--- config.mk ---
export PLATFORM = sky130hd
export DESIGN_NAME = atc_ram
export DESIGN_NICKNAME = d
export VERILOG_FILES = /design/src/hw/rtl/atc_ram.sv
export SDC_FILE = /design/constraint.sdc
export NUM_CORES = 1
export LEC_CHECK = 0
export BUFFER_PORTS_ARGS = -buffer_cell sky130_fd_sc_hd__buf_4
export CORE_ASPECT_RATIO = 0.6
export CORE_MARGIN = 2
export CORE_UTILIZATION = 45
export DETAILED_ROUTE_END_ITERATION = 8
export HOLD_SLACK_MARGIN = 0.12
export PLACE_DENSITY = 0.62
export SYNTH_ARGS = -nofsm -noshare
export SYNTH_HDL_FRONTEND = slang
export SYNTH_SLANG_ARGS = --single-unit
--- constraint.sdc ---
create_clock -name clk -period 1.6 [get_ports clk]
set_input_delay 0.08 -clock clk [delete_from_list [all_inputs] [get_ports clk]]
set_output_delay 0.08 -clock clk [all_outputs]
set_load 0.1 [all_outputs]
--- src/hw/rtl/atc_ram.sv ---
`timescale 1ns / 1ps
// ----------------------------------------------------------------------------
// atc_ram
// Simple dual-port RAM: one write port, one read port with registered data.
// ----------------------------------------------------------------------------
module atc_ram #(
  parameter int WIDTH = 8,
  parameter int DEPTH = 64,
  localparam int AW   = (DEPTH > 1) ? $clog2(DEPTH) : 1
) (
  input  logic             clk,
  input  logic             we,
  input  logic [AW-1:0]    waddr,
  input  logic [WIDTH-1:0] wdata,
  input  logic [AW-1:0]    raddr,
  output logic [WIDTH-1:0] rdata
);

  logic [WIDTH-1:0] mem [DEPTH];
  logic [WIDTH-1:0] rdata_r;

  // write port
  always_ff @(posedge clk) begin
    if (we) begin
      mem[waddr] <= wdata;
    end
  end

  // registered read port
  always_ff @(posedge clk) begin
    rdata_r <= mem[raddr];
  end

  assign rdata = rdata_r;

endmodule

# Word level (Yosys, flattened, before mapping)
# Memories as Yosys holds them, arrays and structs flattened. A register that Yosys moved wholly into a read port is not among the register bits.
# Cells that the tools add are included.
# totals
mem_count	1
ff_bits	0
elab_cells	3
in_bits	22
out_inout_bits	8
mem_bits_rw	512
# mem_list
memory	words	width	read_ports	rd_clocked_by_memory_dff	wr	line	source
mem	64	8	1	1	1	19	logic [WIDTH-1:0] mem [DEPTH];
# op_classes
n_mux	2
# ops
cell	count
$mux W1	2

# Longest topological paths before layout
# Gate-level depths: netlist of the first run.
# depth
ltp_word	2
depth_mapped	9
mapped_depth_nobuf	5

# Least setup slack after synthesis of the first run
# OpenSTA, ideal clock, no wires.
# synth_timing
path_type	input to register
from	input port raddr[1]
to	register rdata_r[3], in the netlist rdata[3] (read register of mem)
cell_stages	7
t_arrival_ns	1.620
slack_ns	-0.148
cell_sequence	buf_4 > buf_2 > buf_2 > mux4_2 > mux4_2 > o21ai_1 > o41ai_1
# synth_lines
element	line	source
from (decl)	15	input logic [AW-1:0] raddr,
to (decl)	20	logic [WIDTH-1:0] rdata_r;

==> summary.md, run 1 <==
| Metric | Value |
|---|---|
| Ys Warns | 0 |
| Worst Path Max Fanout | 1 |
| Reg-to-reg endpoint | rdata[3] |
| DIE AREA | 46600 um2 |
| IO Pins | 30 |
| Vias in the first global route | 10094 |
| Buffers on Ports | 29 |
| Row Count | 60 |
| TritonCTS clock tree | yes |
| Synth Area in Adders | 0% |
| Synth Area in Compound Gates | 2.07% |
| Final period util | 114% |
| Synthesized net count | around 960 |
| Detail Route Antenna Nets | 0 |
| Fmax | approximately 0.55 GHz |
| Number of fill cells in the layout | 3449 |
| DRC viols | 0 |
| Clk sinks | 520 |
| Setup crit end kind | flip-flop |
| Largest net degree at the start of global routing | 65 |
| Hold Crit Class | input port to flip-flop |
| Starting Density | a little under half |
| WS Path Type | flip-flop to flip-flop |
| Leak | between 7 and 8 nW |
| WHS Endpoint | mem[41][3] |
| Worst r2r src | mem[36][3] |
| Total GRT Usage | between 20% and 30% |
| Die Ht | approximately 170 um |
| CP max stage cell | mux4_2 |
| Htree depth | 2 |
| Hold path depth | 1 |
| Status | finished with violations |
| Clock transition at path regs | 60 ps |
| HP Start | wdata[3] |
| Dpl hpwl | 31600 um |
| Vias per cell | 5.83 |
| Share of layout cells above drive strength 1 | approximately a third |
| WP data required | about 2000 ps |
| Largest family of logic cells by synthesized area | multiplexers |
| Gpl congestion | between 0.8 and 0.9 |
| First-pass GRT wire length | 71000 um |
| Crit path max-delay family | multiplexers |
| Top_reg_cell synth | edfxtp_1 |
| Synth Area in XOR/XNOR | 0% |
| R2R setup slack | -230 ps |
| DR WL/cell | approximately 28 um |
| Pwr/cell area | between 1000 and 1500 nW/um2 |
| Mapped Cells | 940 |
| #FFs+latches synth | 520 |
| Failing checks | negative setup slack |
| Synthesis-to-layout area growth | 19.3% |
| Vias post-DR | between 10000 and 15000 |
| Setup violations, final | 8 |
| Layout net count | 1165 |
| Final min period | 1830 ps |
| Clk_lat worst skew | around 570 ps |
| Post-synthesis sequential area ratio | 77.0% |
| TNS Setup | -1570 ps |
| Mux contribution to synthesized area | 15.9% |
| Total CTS buffers | 46 |
| Clock root buffer | clkbuf_16 |
| Arr. time, crit path | approximately 2300 ps |
| Clock Path Buffers | 3 |
| Most common cell after layout, fill and taps aside | edfxtp_1 |
| Antenna violations before repair | 0 |
| Max-cap violations | 0 |
| Final slew viol count | 0 |
| Synthesized area | a little over 20000 um2 |
| Core ar. | 44500 um2 |
| Setup WS pre-CTS | -633 ps |
| Clk_skew | between 20 and 25 ps |
| Final hold violations | 0 |
| Fin worst setup slack | -230 ps |
| Die W | around 280 um |
| Most frequent cells in the layout | 512 x edfxtp_1, 175 x buf_4, 126 x mux4_2 |
| Post-synthesis async set-or-reset flop share | 0% |
| Syn_area_per_cell | roughly 21 um2 |
| Worst-path cell chain | mux4_2 > mux4_2 > o21ai_2 > o41ai_1 |
| Worst-Margin Slew | 766 ps |
| Netlist cell types | 40 |
| Grt total ovfl | 0 |
| Simple logic cell fraction of the synthesized area | 3.39% |
| Setup crit start kind | flip-flop |
| Pre-antenna DRT Iters | 5 |
| Detailed-route wire length | approximately 49000 um |
| Worst vdd ir | about 1 mV |
| Worst R2R Path Depth | 4 |
| Slew margin rel. | between 40% and 50% |
| Critical Path Max Stage Delay | around 540 ps |
| Crit path buf inv count | 0 |
| RSZ-0062 raised after global routing | yes |
| Post-synth EDFFs | 512 |
| Diode count | 0 |
| Initial DRC count | 1264 |
| Crit path top cell by count | mux4_2 |
## cells in the mapped netlist, types with 4 or more instances
library cell	instances	area, um2
nand3_1	13	65.1
nor3_1	7	35.0
mux4_2	126	2840
nand2_1	19	71.3
clkbuf_1	17	63.8
buf_1	4	15.0
nand2b_1	7	43.8
buf_4	13	97.6
mux2i_1	23	230
mux2_2	13	146
dfxtp_1	8	160
nor2b_1	14	87.6
o221ai_1	8	70.1
o22ai_1	8	50.1
a221oi_1	6	52.6
buf_2	11	55.1
nor2_1	83	312
buf_6	4	45.0
a211oi_1	4	30.0
edfxtp_1	512	15400
## how the worst max path moves through the flow
stage,startpoint,to,depth (start not counted)
floorplan,mem[21][4],rdata[4],5
global placement,raddr[1],rdata[3],6
detailed placement,raddr[0],rdata[5],6
CTS,mem[36][3],rdata[3],4
global route,mem[7][1],rdata[1],5
finish,mem[36][3],rdata[3],4
## logic make-up (layout without fill, tap and decap cells)
group / after synthesis / in the layout
multiplexers: 162 / 162
AO/OA/AOI/OAI: 54 / 54
flip-flops: 520 / 520
AND/OR/NAND/NOR: 153 / 153
buffers and inverters: 51 / 289
## per-layer routing
| layer | share of wire [%] | track usage (%) | vias to the layer above | routed length, um |
|---|---|---|---|---|
| li1 | - | - | 4336 | - |
| met1 | 49 | 35.2 | 5461 | 23600 |
| met2 | 42 | 29.3 | 435 | 20400 |
| met3 | 7.8 | 3.55 | 63 | 3780 |
| met4 | 1.8 | 4.47 | 0 | 865 |
| met5 | 0 | 0 | - | 0 |
## report_power, final
part	switching (mW)	internal (mW)	total, mW
Sequential	0.0447	15.1	15.1
Combinational	1.19	0.761	1.95
Clock	4.81	6.49	11.3
## state kept, by name (all words and copies together), names as in the netlist
name   count
rdata      8
mem      512
## area by class of cell
class	instances	area, um2	area share, %
flip-flops and latches	520	15500	64.6
well taps	589	737	3.06
clock inverters	28	304	1.26
multi-input cells	369	4490	18.7
clock buffers	55	1210	5.02
repair buffers	206	1780	7.39
## through the flow
step                      util, %  instances  hold slack, ps  instance area, um2  total power [mW]
final                        54.0       1767             133               24000              28.4
after global routing         54.0       1767             153               24000              29.2
after CTS                    53.9       1766             136               24000              28.6
after detailed placement     50.0       1668             445               22200              17.3
after global placement       50.0       1668             446               22200              17.2
after floorplan                 -        940             179               20300              16.4
## timing repair
item	in CTS	in global routing
setup endpoints to repair	8	16
pin swaps	7	2
gates cloned	0	0
resized for setup	21	7
hold buffers	15	0
buffers inserted	0	1
hold endpoints to repair	286	0
(Power assumes the default switching activity.)
==> run 2, diff against run 1 <==
Settings changed: SETUP_SLACK_MARGIN set to 0.5.
==> summary.md, run 2 (same netlist as run 1, synthesis figures left out) <==
| Metric | Value |
|---|---|
| Clock root buffer | clkbuf_16 |
| Gpl congestion | 0.787 (-8.1%) |
| Arr. time, crit path | 2360 ps (+100 ps) |
| Die W | 277 um (unchanged) |
| Status | finished with violations |
| Final hold violations | 0 (unchanged) |
| Setup crit end kind | flip-flop |
| Cells after DPL | 1621 (-2.8%) |
| Clk_lat worst skew | 570 ps (about the same) |
| Setup violations, final | 8 (unchanged) |
| Vias post-DR | 9913 (-3.7%) |
| TNS Setup | -1650 ps (-73.5 ps) |
| DIE AREA | 46600 um2 (unchanged) |
| Die Ht | 168 um (unchanged) |
| Hold path depth | 1 (unchanged) |
| Crit path buf inv count | 0 (unchanged) |
| Largest Register | mem |
| Final slew viol count | 0 (unchanged) |
| Critical Path Max Stage Delay | 590 ps (+50 ps) |
| WP data required | 2050 ps (+20 ps) |
| Initial DRC count | 1047 (-17%) |
| Detailed-route wire length | 47700 um (-1.9%) |
| Antenna violations before repair | 0 (unchanged) |
| Most frequent cells in the layout | 512 x edfxtp_1, 126 x mux4_2, 93 x buf_4 |
| CP max stage cell | mux4_2 |
| Layout net count | 1112 (-4.5%) |
| TritonCTS clock tree | yes |
| RSZ-0062 raised after global routing | yes |
| Pwr/cell area | 1150 nW/um2 (-2.2%) |
| R2R setup slack | -310 ps (-80 ps) |
| Crit path max-delay family | multiplexers |
| Detail Route Antenna Nets | 0 (unchanged) |
| Vias per cell | 5.78 (-0.79%) |
| Fin util | 55.5% (+1.4 points) |
| Power Total | 28.5 mW (+0.37%) |
| Worst vdd ir | 0.782 mV (-21%) |
| Fmax | 0.523 GHz (-4.3%) |
| Pre-antenna DRT Iters | 5 (unchanged) |
| Largest net degree at the start of global routing | 65 (unchanged) |
| Worst-path cell chain | mux4_2 > mux4_2 > nor2_4 > nor3_2 > o2bb2ai_1 |
| Failing checks | negative setup slack |
| Clock transition at path regs | 70 ps (about the same) |
| Buffers on Ports | 29 (unchanged) |
| Clk_skew | 19.3 ps (-4.25 ps) |
| Clk sinks | 520 (unchanged) |
| Vias in the first global route | 9928 (-1.6%) |
| Final period util | 120% (+5.1 points) |
| Most common cell after layout, fill and taps aside | edfxtp_1 |
| WS Path Type | flip-flop to flip-flop |
| Leak | 7.75 nW (-1.1%) |
| Total GRT Usage | 21.1% (-0.14 points) |
| Fin worst setup slack | -313 ps (-82.4 ps) |
| Row Count | 60 (unchanged) |
| Starting Density | 45.3% (unchanged) |
| Number of fill cells in the layout | 3328 (-3.5%) |
| Max-cap violations | 0 (unchanged) |
| First-pass GRT wire length | 70500 um (-0.69%) |
| Slew margin rel. | 48.9% (about the same) |
| Synthesis-to-layout area growth | 22.4% |
| Total CTS buffers | 46 (unchanged) |
| Core ar. | 44500 um2 (unchanged) |
| Worst R2R Path Depth | 5 (+1) |
| Worst-Margin Slew | 766 ps (+0.503 ps) |
| Setup crit start kind | flip-flop |
| Crit. path cell count | 5 (+1) |
| Worst Path Max Fanout | 1 (unchanged) |
| Dpl hpwl | 30700 um (-2.9%) |
| Diode count | 0 (unchanged) |
| Htree depth | 2 (unchanged) |
| Share of layout cells above drive strength 1 | 40.1% (+5.2 points) |
| Cell Count, Final, Fillers Out | 1715 (-2.9%) |
| Final min period | 1910 ps (+82.4 ps) |
| Grt total ovfl | 0 (unchanged) |
| Crit path top cell by count | mux4_2 |
| Max reg flops | 512 (unchanged) |
| DR WL/cell | 27.8 um (+1.1%) |
| Hold Crit Class | input port to flip-flop |
| Post-CTS Setup Inserts | 0 (unchanged) |
| IO Pins | 30 (unchanged) |
| DRC viols | 0 (unchanged) |
| Clock Path Buffers | 3 (unchanged) |
==> run 2: cell types whose count changed in the layout (fill, tap and decap cells not counted), moves of 8 or more <==
cell | before | now
nor2_1 | 80 | 17
buf_4 | 175 | 93
buf_12 | 15 | 49
nor2_4 | 2 | 62
dfxtp_4 | 0 | 8
dfxtp_1 | 8 | 0
==> run 2: layout make-up <==
class / count / area (um2) / area share [%]
Sequential cell: 520 / 15600 / 63.0
Multi-Input combinational cell: 369 / 5070 / 20.5
Timing Repair Buffer: 153 / 1790 / 7.26
Clock buffer: 58 / 1280 / 5.18
Tap cell: 589 / 737 / 2.99
Clock inverter: 26 / 245 / 0.993
==> run 2: through the flow <==
| stage | area (um2) | setup WS, ps | hold WS, ps |
|---|---|---|---|
| after CTS | 24700 | -328 | 122 |
| after global placement | 22800 | -841 | 479 |
| after detailed placement | 22800 | -791 | 485 |
| after global routing | 24700 | -381 | 142 |
| final | 24700 | -313 | 138 |
| after floorplan | 21000 | -50.2 | 179 |
==> run 2: path summary, 6_finish.rpt <==
kind | startpoint | endpoint
worst min register to register | mem[18][2] | rdata[2]
worst min-delay path | wdata[5] | mem[11][5]
worst max-delay path | mem[4][1] | rdata[1]
worst max register to register | mem[4][1] | rdata[1]
==> run 2: metal layers <==
metal  wire length (um)  global-route usage, %
met2              20000                   29.0
met1              23300                   34.7
met4                772                   4.32
met5                  0                      0
met3               3650                   4.16
==> run 2: power breakdown <==
group / switching, mW / total, mW / internal (mW)
clock network: 4.79 / 11.3 / 6.46
logic: 1.23 / 2.07 / 0.844
registers: 0.0663 / 15.1 / 15.1
==> run 2: worst reg2reg max path: stages (launching register included) <==
cell and delay, ps:
edfxtp_1 380, mux4_2 490, mux4_2 590, nor2_4 130, nor3_2 80, o2bb2ai_1 130
==> run 2: repair_timing <==
action                     4_1_cts  5_1_grt
setup endpoints to repair       16       16
hold buffers                    10        0
gates resized for setup         57        6
pin swaps                        4        3
hold endpoints to repair       329        0
==> run 3, diff against run 2 <==
Settings changed: REMOVE_ABC_BUFFERS set to 1.
==> summary.md, run 3 (same netlist as run 1, synthesis figures left out) <==
| Metric | Value |
|---|---|
| Status | finished with violations |
| Failing checks | negative setup slack |
| Worst vdd ir | 0.853 mV (+9.0%) |
| Setup crit end kind | flip-flop |
| IO Pins | 30 (unchanged) |
| Final slew viol count | 0 (unchanged) |
| Total GRT Usage | 21.3% (+0.19 points) |
| Die W | 277 um (unchanged) |
| DRC viols | 0 (unchanged) |
| Max reg flops | 512 (unchanged) |
| Switching pwr | 6.08 mW (-0.20%) |
| DIE AREA | 46600 um2 (unchanged) |
| Worst Path Max Fanout | 1 (unchanged) |
| Most common cell after layout, fill and taps aside | edfxtp_1 |
| Arr. time, crit path | 2320 ps (-40 ps) |
| Vias post-DR | 10239 (+3.3%) |
| Combinational Power Share | 7.1% (-0.2 points) |
| Clock Path Buffers | 3 (unchanged) |
| Final hold violations | 0 (unchanged) |
| WP data required | 2050 ps (about the same) |
| Largest net degree at the start of global routing | 65 (unchanged) |
| Dpl hpwl | 31400 um (+2.1%) |
| TNS Setup | -1470 ps (+178 ps) |
| WS Path Type | flip-flop to flip-flop |
| Cells after DPL | 1678 (+3.5%) |
| Worst-Margin Slew | 750 ps (-16.4 ps) |
| Row Count | 60 (unchanged) |
| Synthesis-to-layout area growth | 20.1% |
| DR WL/cell | 27.3 um (-1.8%) |
| RSZ-0062 raised after global routing | yes |
| Clock root buffer | clkbuf_16 |
| Sw frac | 21.4% (+0.036 points) |
| Slew margin rel. | 50.0% (+1.1 points) |
| Pint | 22.3 mW (-0.41%) |
| Layout net count | 1173 (+5.5%) |
| Cell Count, Final, Fillers Out | 1775 (+3.5%) |
| Clk_lat worst skew | 560 ps (about the same) |
| Clk_skew | 10.7 ps (-8.56 ps) |
| Starting Density | 45.3% (unchanged) |
| Most frequent cells in the layout | 512 x edfxtp_1, 176 x buf_4, 126 x mux4_2 |
| Detail Route Antenna Nets | 0 (unchanged) |
| Fin util | 54.4% (-1.1 points) |
| Fin worst setup slack | -271 ps (+41.9 ps) |
| First-pass GRT wire length | 71300 um (+1.1%) |
| Gpl congestion | 0.812 (+3.2%) |
| Max-cap violations | 0 (unchanged) |
| Clock transition at path regs | 70 ps (about the same) |
| Hold_ws | 123 ps (-14.7 ps) |
| Post-CTS Setup Inserts | 0 (unchanged) |
| Sequential power share | 53.4% (+0.2 points) |
| Largest Register | mem |
| Antenna violations before repair | 1 (+1) |
| Diode count | 0 (unchanged) |
| Multi-input logic area | 4470 um2 (-12%) |
| Fmax | 0.534 GHz (+2.2%) |
| Total CTS buffers | 47 (+2.2%) |
| Htree depth | 2 (unchanged) |
| Setup violations, final | 8 (unchanged) |
| TritonCTS clock tree | yes |
| FF+latch area | 15600 um2 (about the same) |
| Buffers on Ports | 29 (unchanged) |
| Vias in the first global route | 10266 (+3.4%) |
| Detailed-route wire length | 48500 um (+1.7%) |
| Hold Crit Class | input port to flip-flop |
| Clk sinks | 520 (unchanged) |
| Setup crit start kind | flip-flop |
| Leak | 7.90 nW (+1.9%) |
| Pwr/cell area | 1170 nW/um2 (+1.6%) |
| Final min period | 1870 ps (-41.9 ps) |
| Vias per cell | 5.77 (-0.20%) |
| Pre-antenna DRT Iters | 5 (unchanged) |
| Clk network pwr share | 39.6% (about the same) |
| Share of layout cells above drive strength 1 | 36.5% (-3.6 points) |
| Final period util | 117% (-2.6 points) |
| Initial DRC count | 1278 (+22%) |
| Number of fill cells in the layout | 3390 (+1.9%) |
| Die Ht | 168 um (unchanged) |
| Grt total ovfl | 0 (unchanged) |
| Core ar. | 44500 um2 (unchanged) |
## run 3: area by class of cell
type,count,share of cell area (%)
Clock buffer,55,5.16
Clock inverter,29,1.12
Multi-Input combinational cell,369,18.5
Sequential cell,520,64.3
Tap cell,589,3.04
Timing Repair Buffer,213,7.95
## run 3: timing repair
action / CTS / global route
resized for setup: 64 / 5
hold endpoints to repair: 239 / 0
hold buffers: 13 / 0
pin swaps: 7 / 5
endpoints found under the setup margin: 16 / 16
## run 3: worst max-delay path: stages (launching register included)
cell and delay, ps:
edfxtp_1 360, mux4_2 520, mux4_2 520, nor2_4 170
nor3_2 60, o2bb2ai_1 120
## run 3: through the flow
step	setup slack (ps)	total power, mW	instance area [um2]
2_1_floorplan	-83.6	16.2	19900
3_3_place_gp	-702	17.2	22300
3_5_place_dp	-759	17.3	22300
4_1_cts	-269	28.6	24200
5_1_grt	-314	29.2	24200
6_report	-271	28.4	24200
## run 3: path summary, 6_finish.rpt
check	startpoint	end	slack [ps]	depth (start not counted)
min	wdata[7]	mem[50][7]	120	1
max	mem[11][0]	rdata[0]	-270	5
max reg2reg	mem[11][0]	rdata[0]	-270	5
min reg2reg	mem[19][0]	rdata[0]	870	4
## run 3: power by group through the flow
stage | sequential (mW) | clock (mW) | combinational [mW]
after floorplan | 15.6 | 0 | 0.584
after global placement | 15.4 | 0 | 1.83
after detailed placement | 15.4 | 0 | 1.84
after CTS | 15.1 | 11.4 | 1.99
after global routing | 15.1 | 11.9 | 2.11
final | 15.1 | 11.2 | 2.00
## run 3: routing by layer
metal | wire (um) | track usage (%) | share of wire [%]
met1 | 22100 | 33.8 | 46
met2 | 20300 | 29.1 | 42
met3 | 5270 | 6.37 | 11
met4 | 800 | 4.02 | 1.6
met5 | 0 | 0 | 0
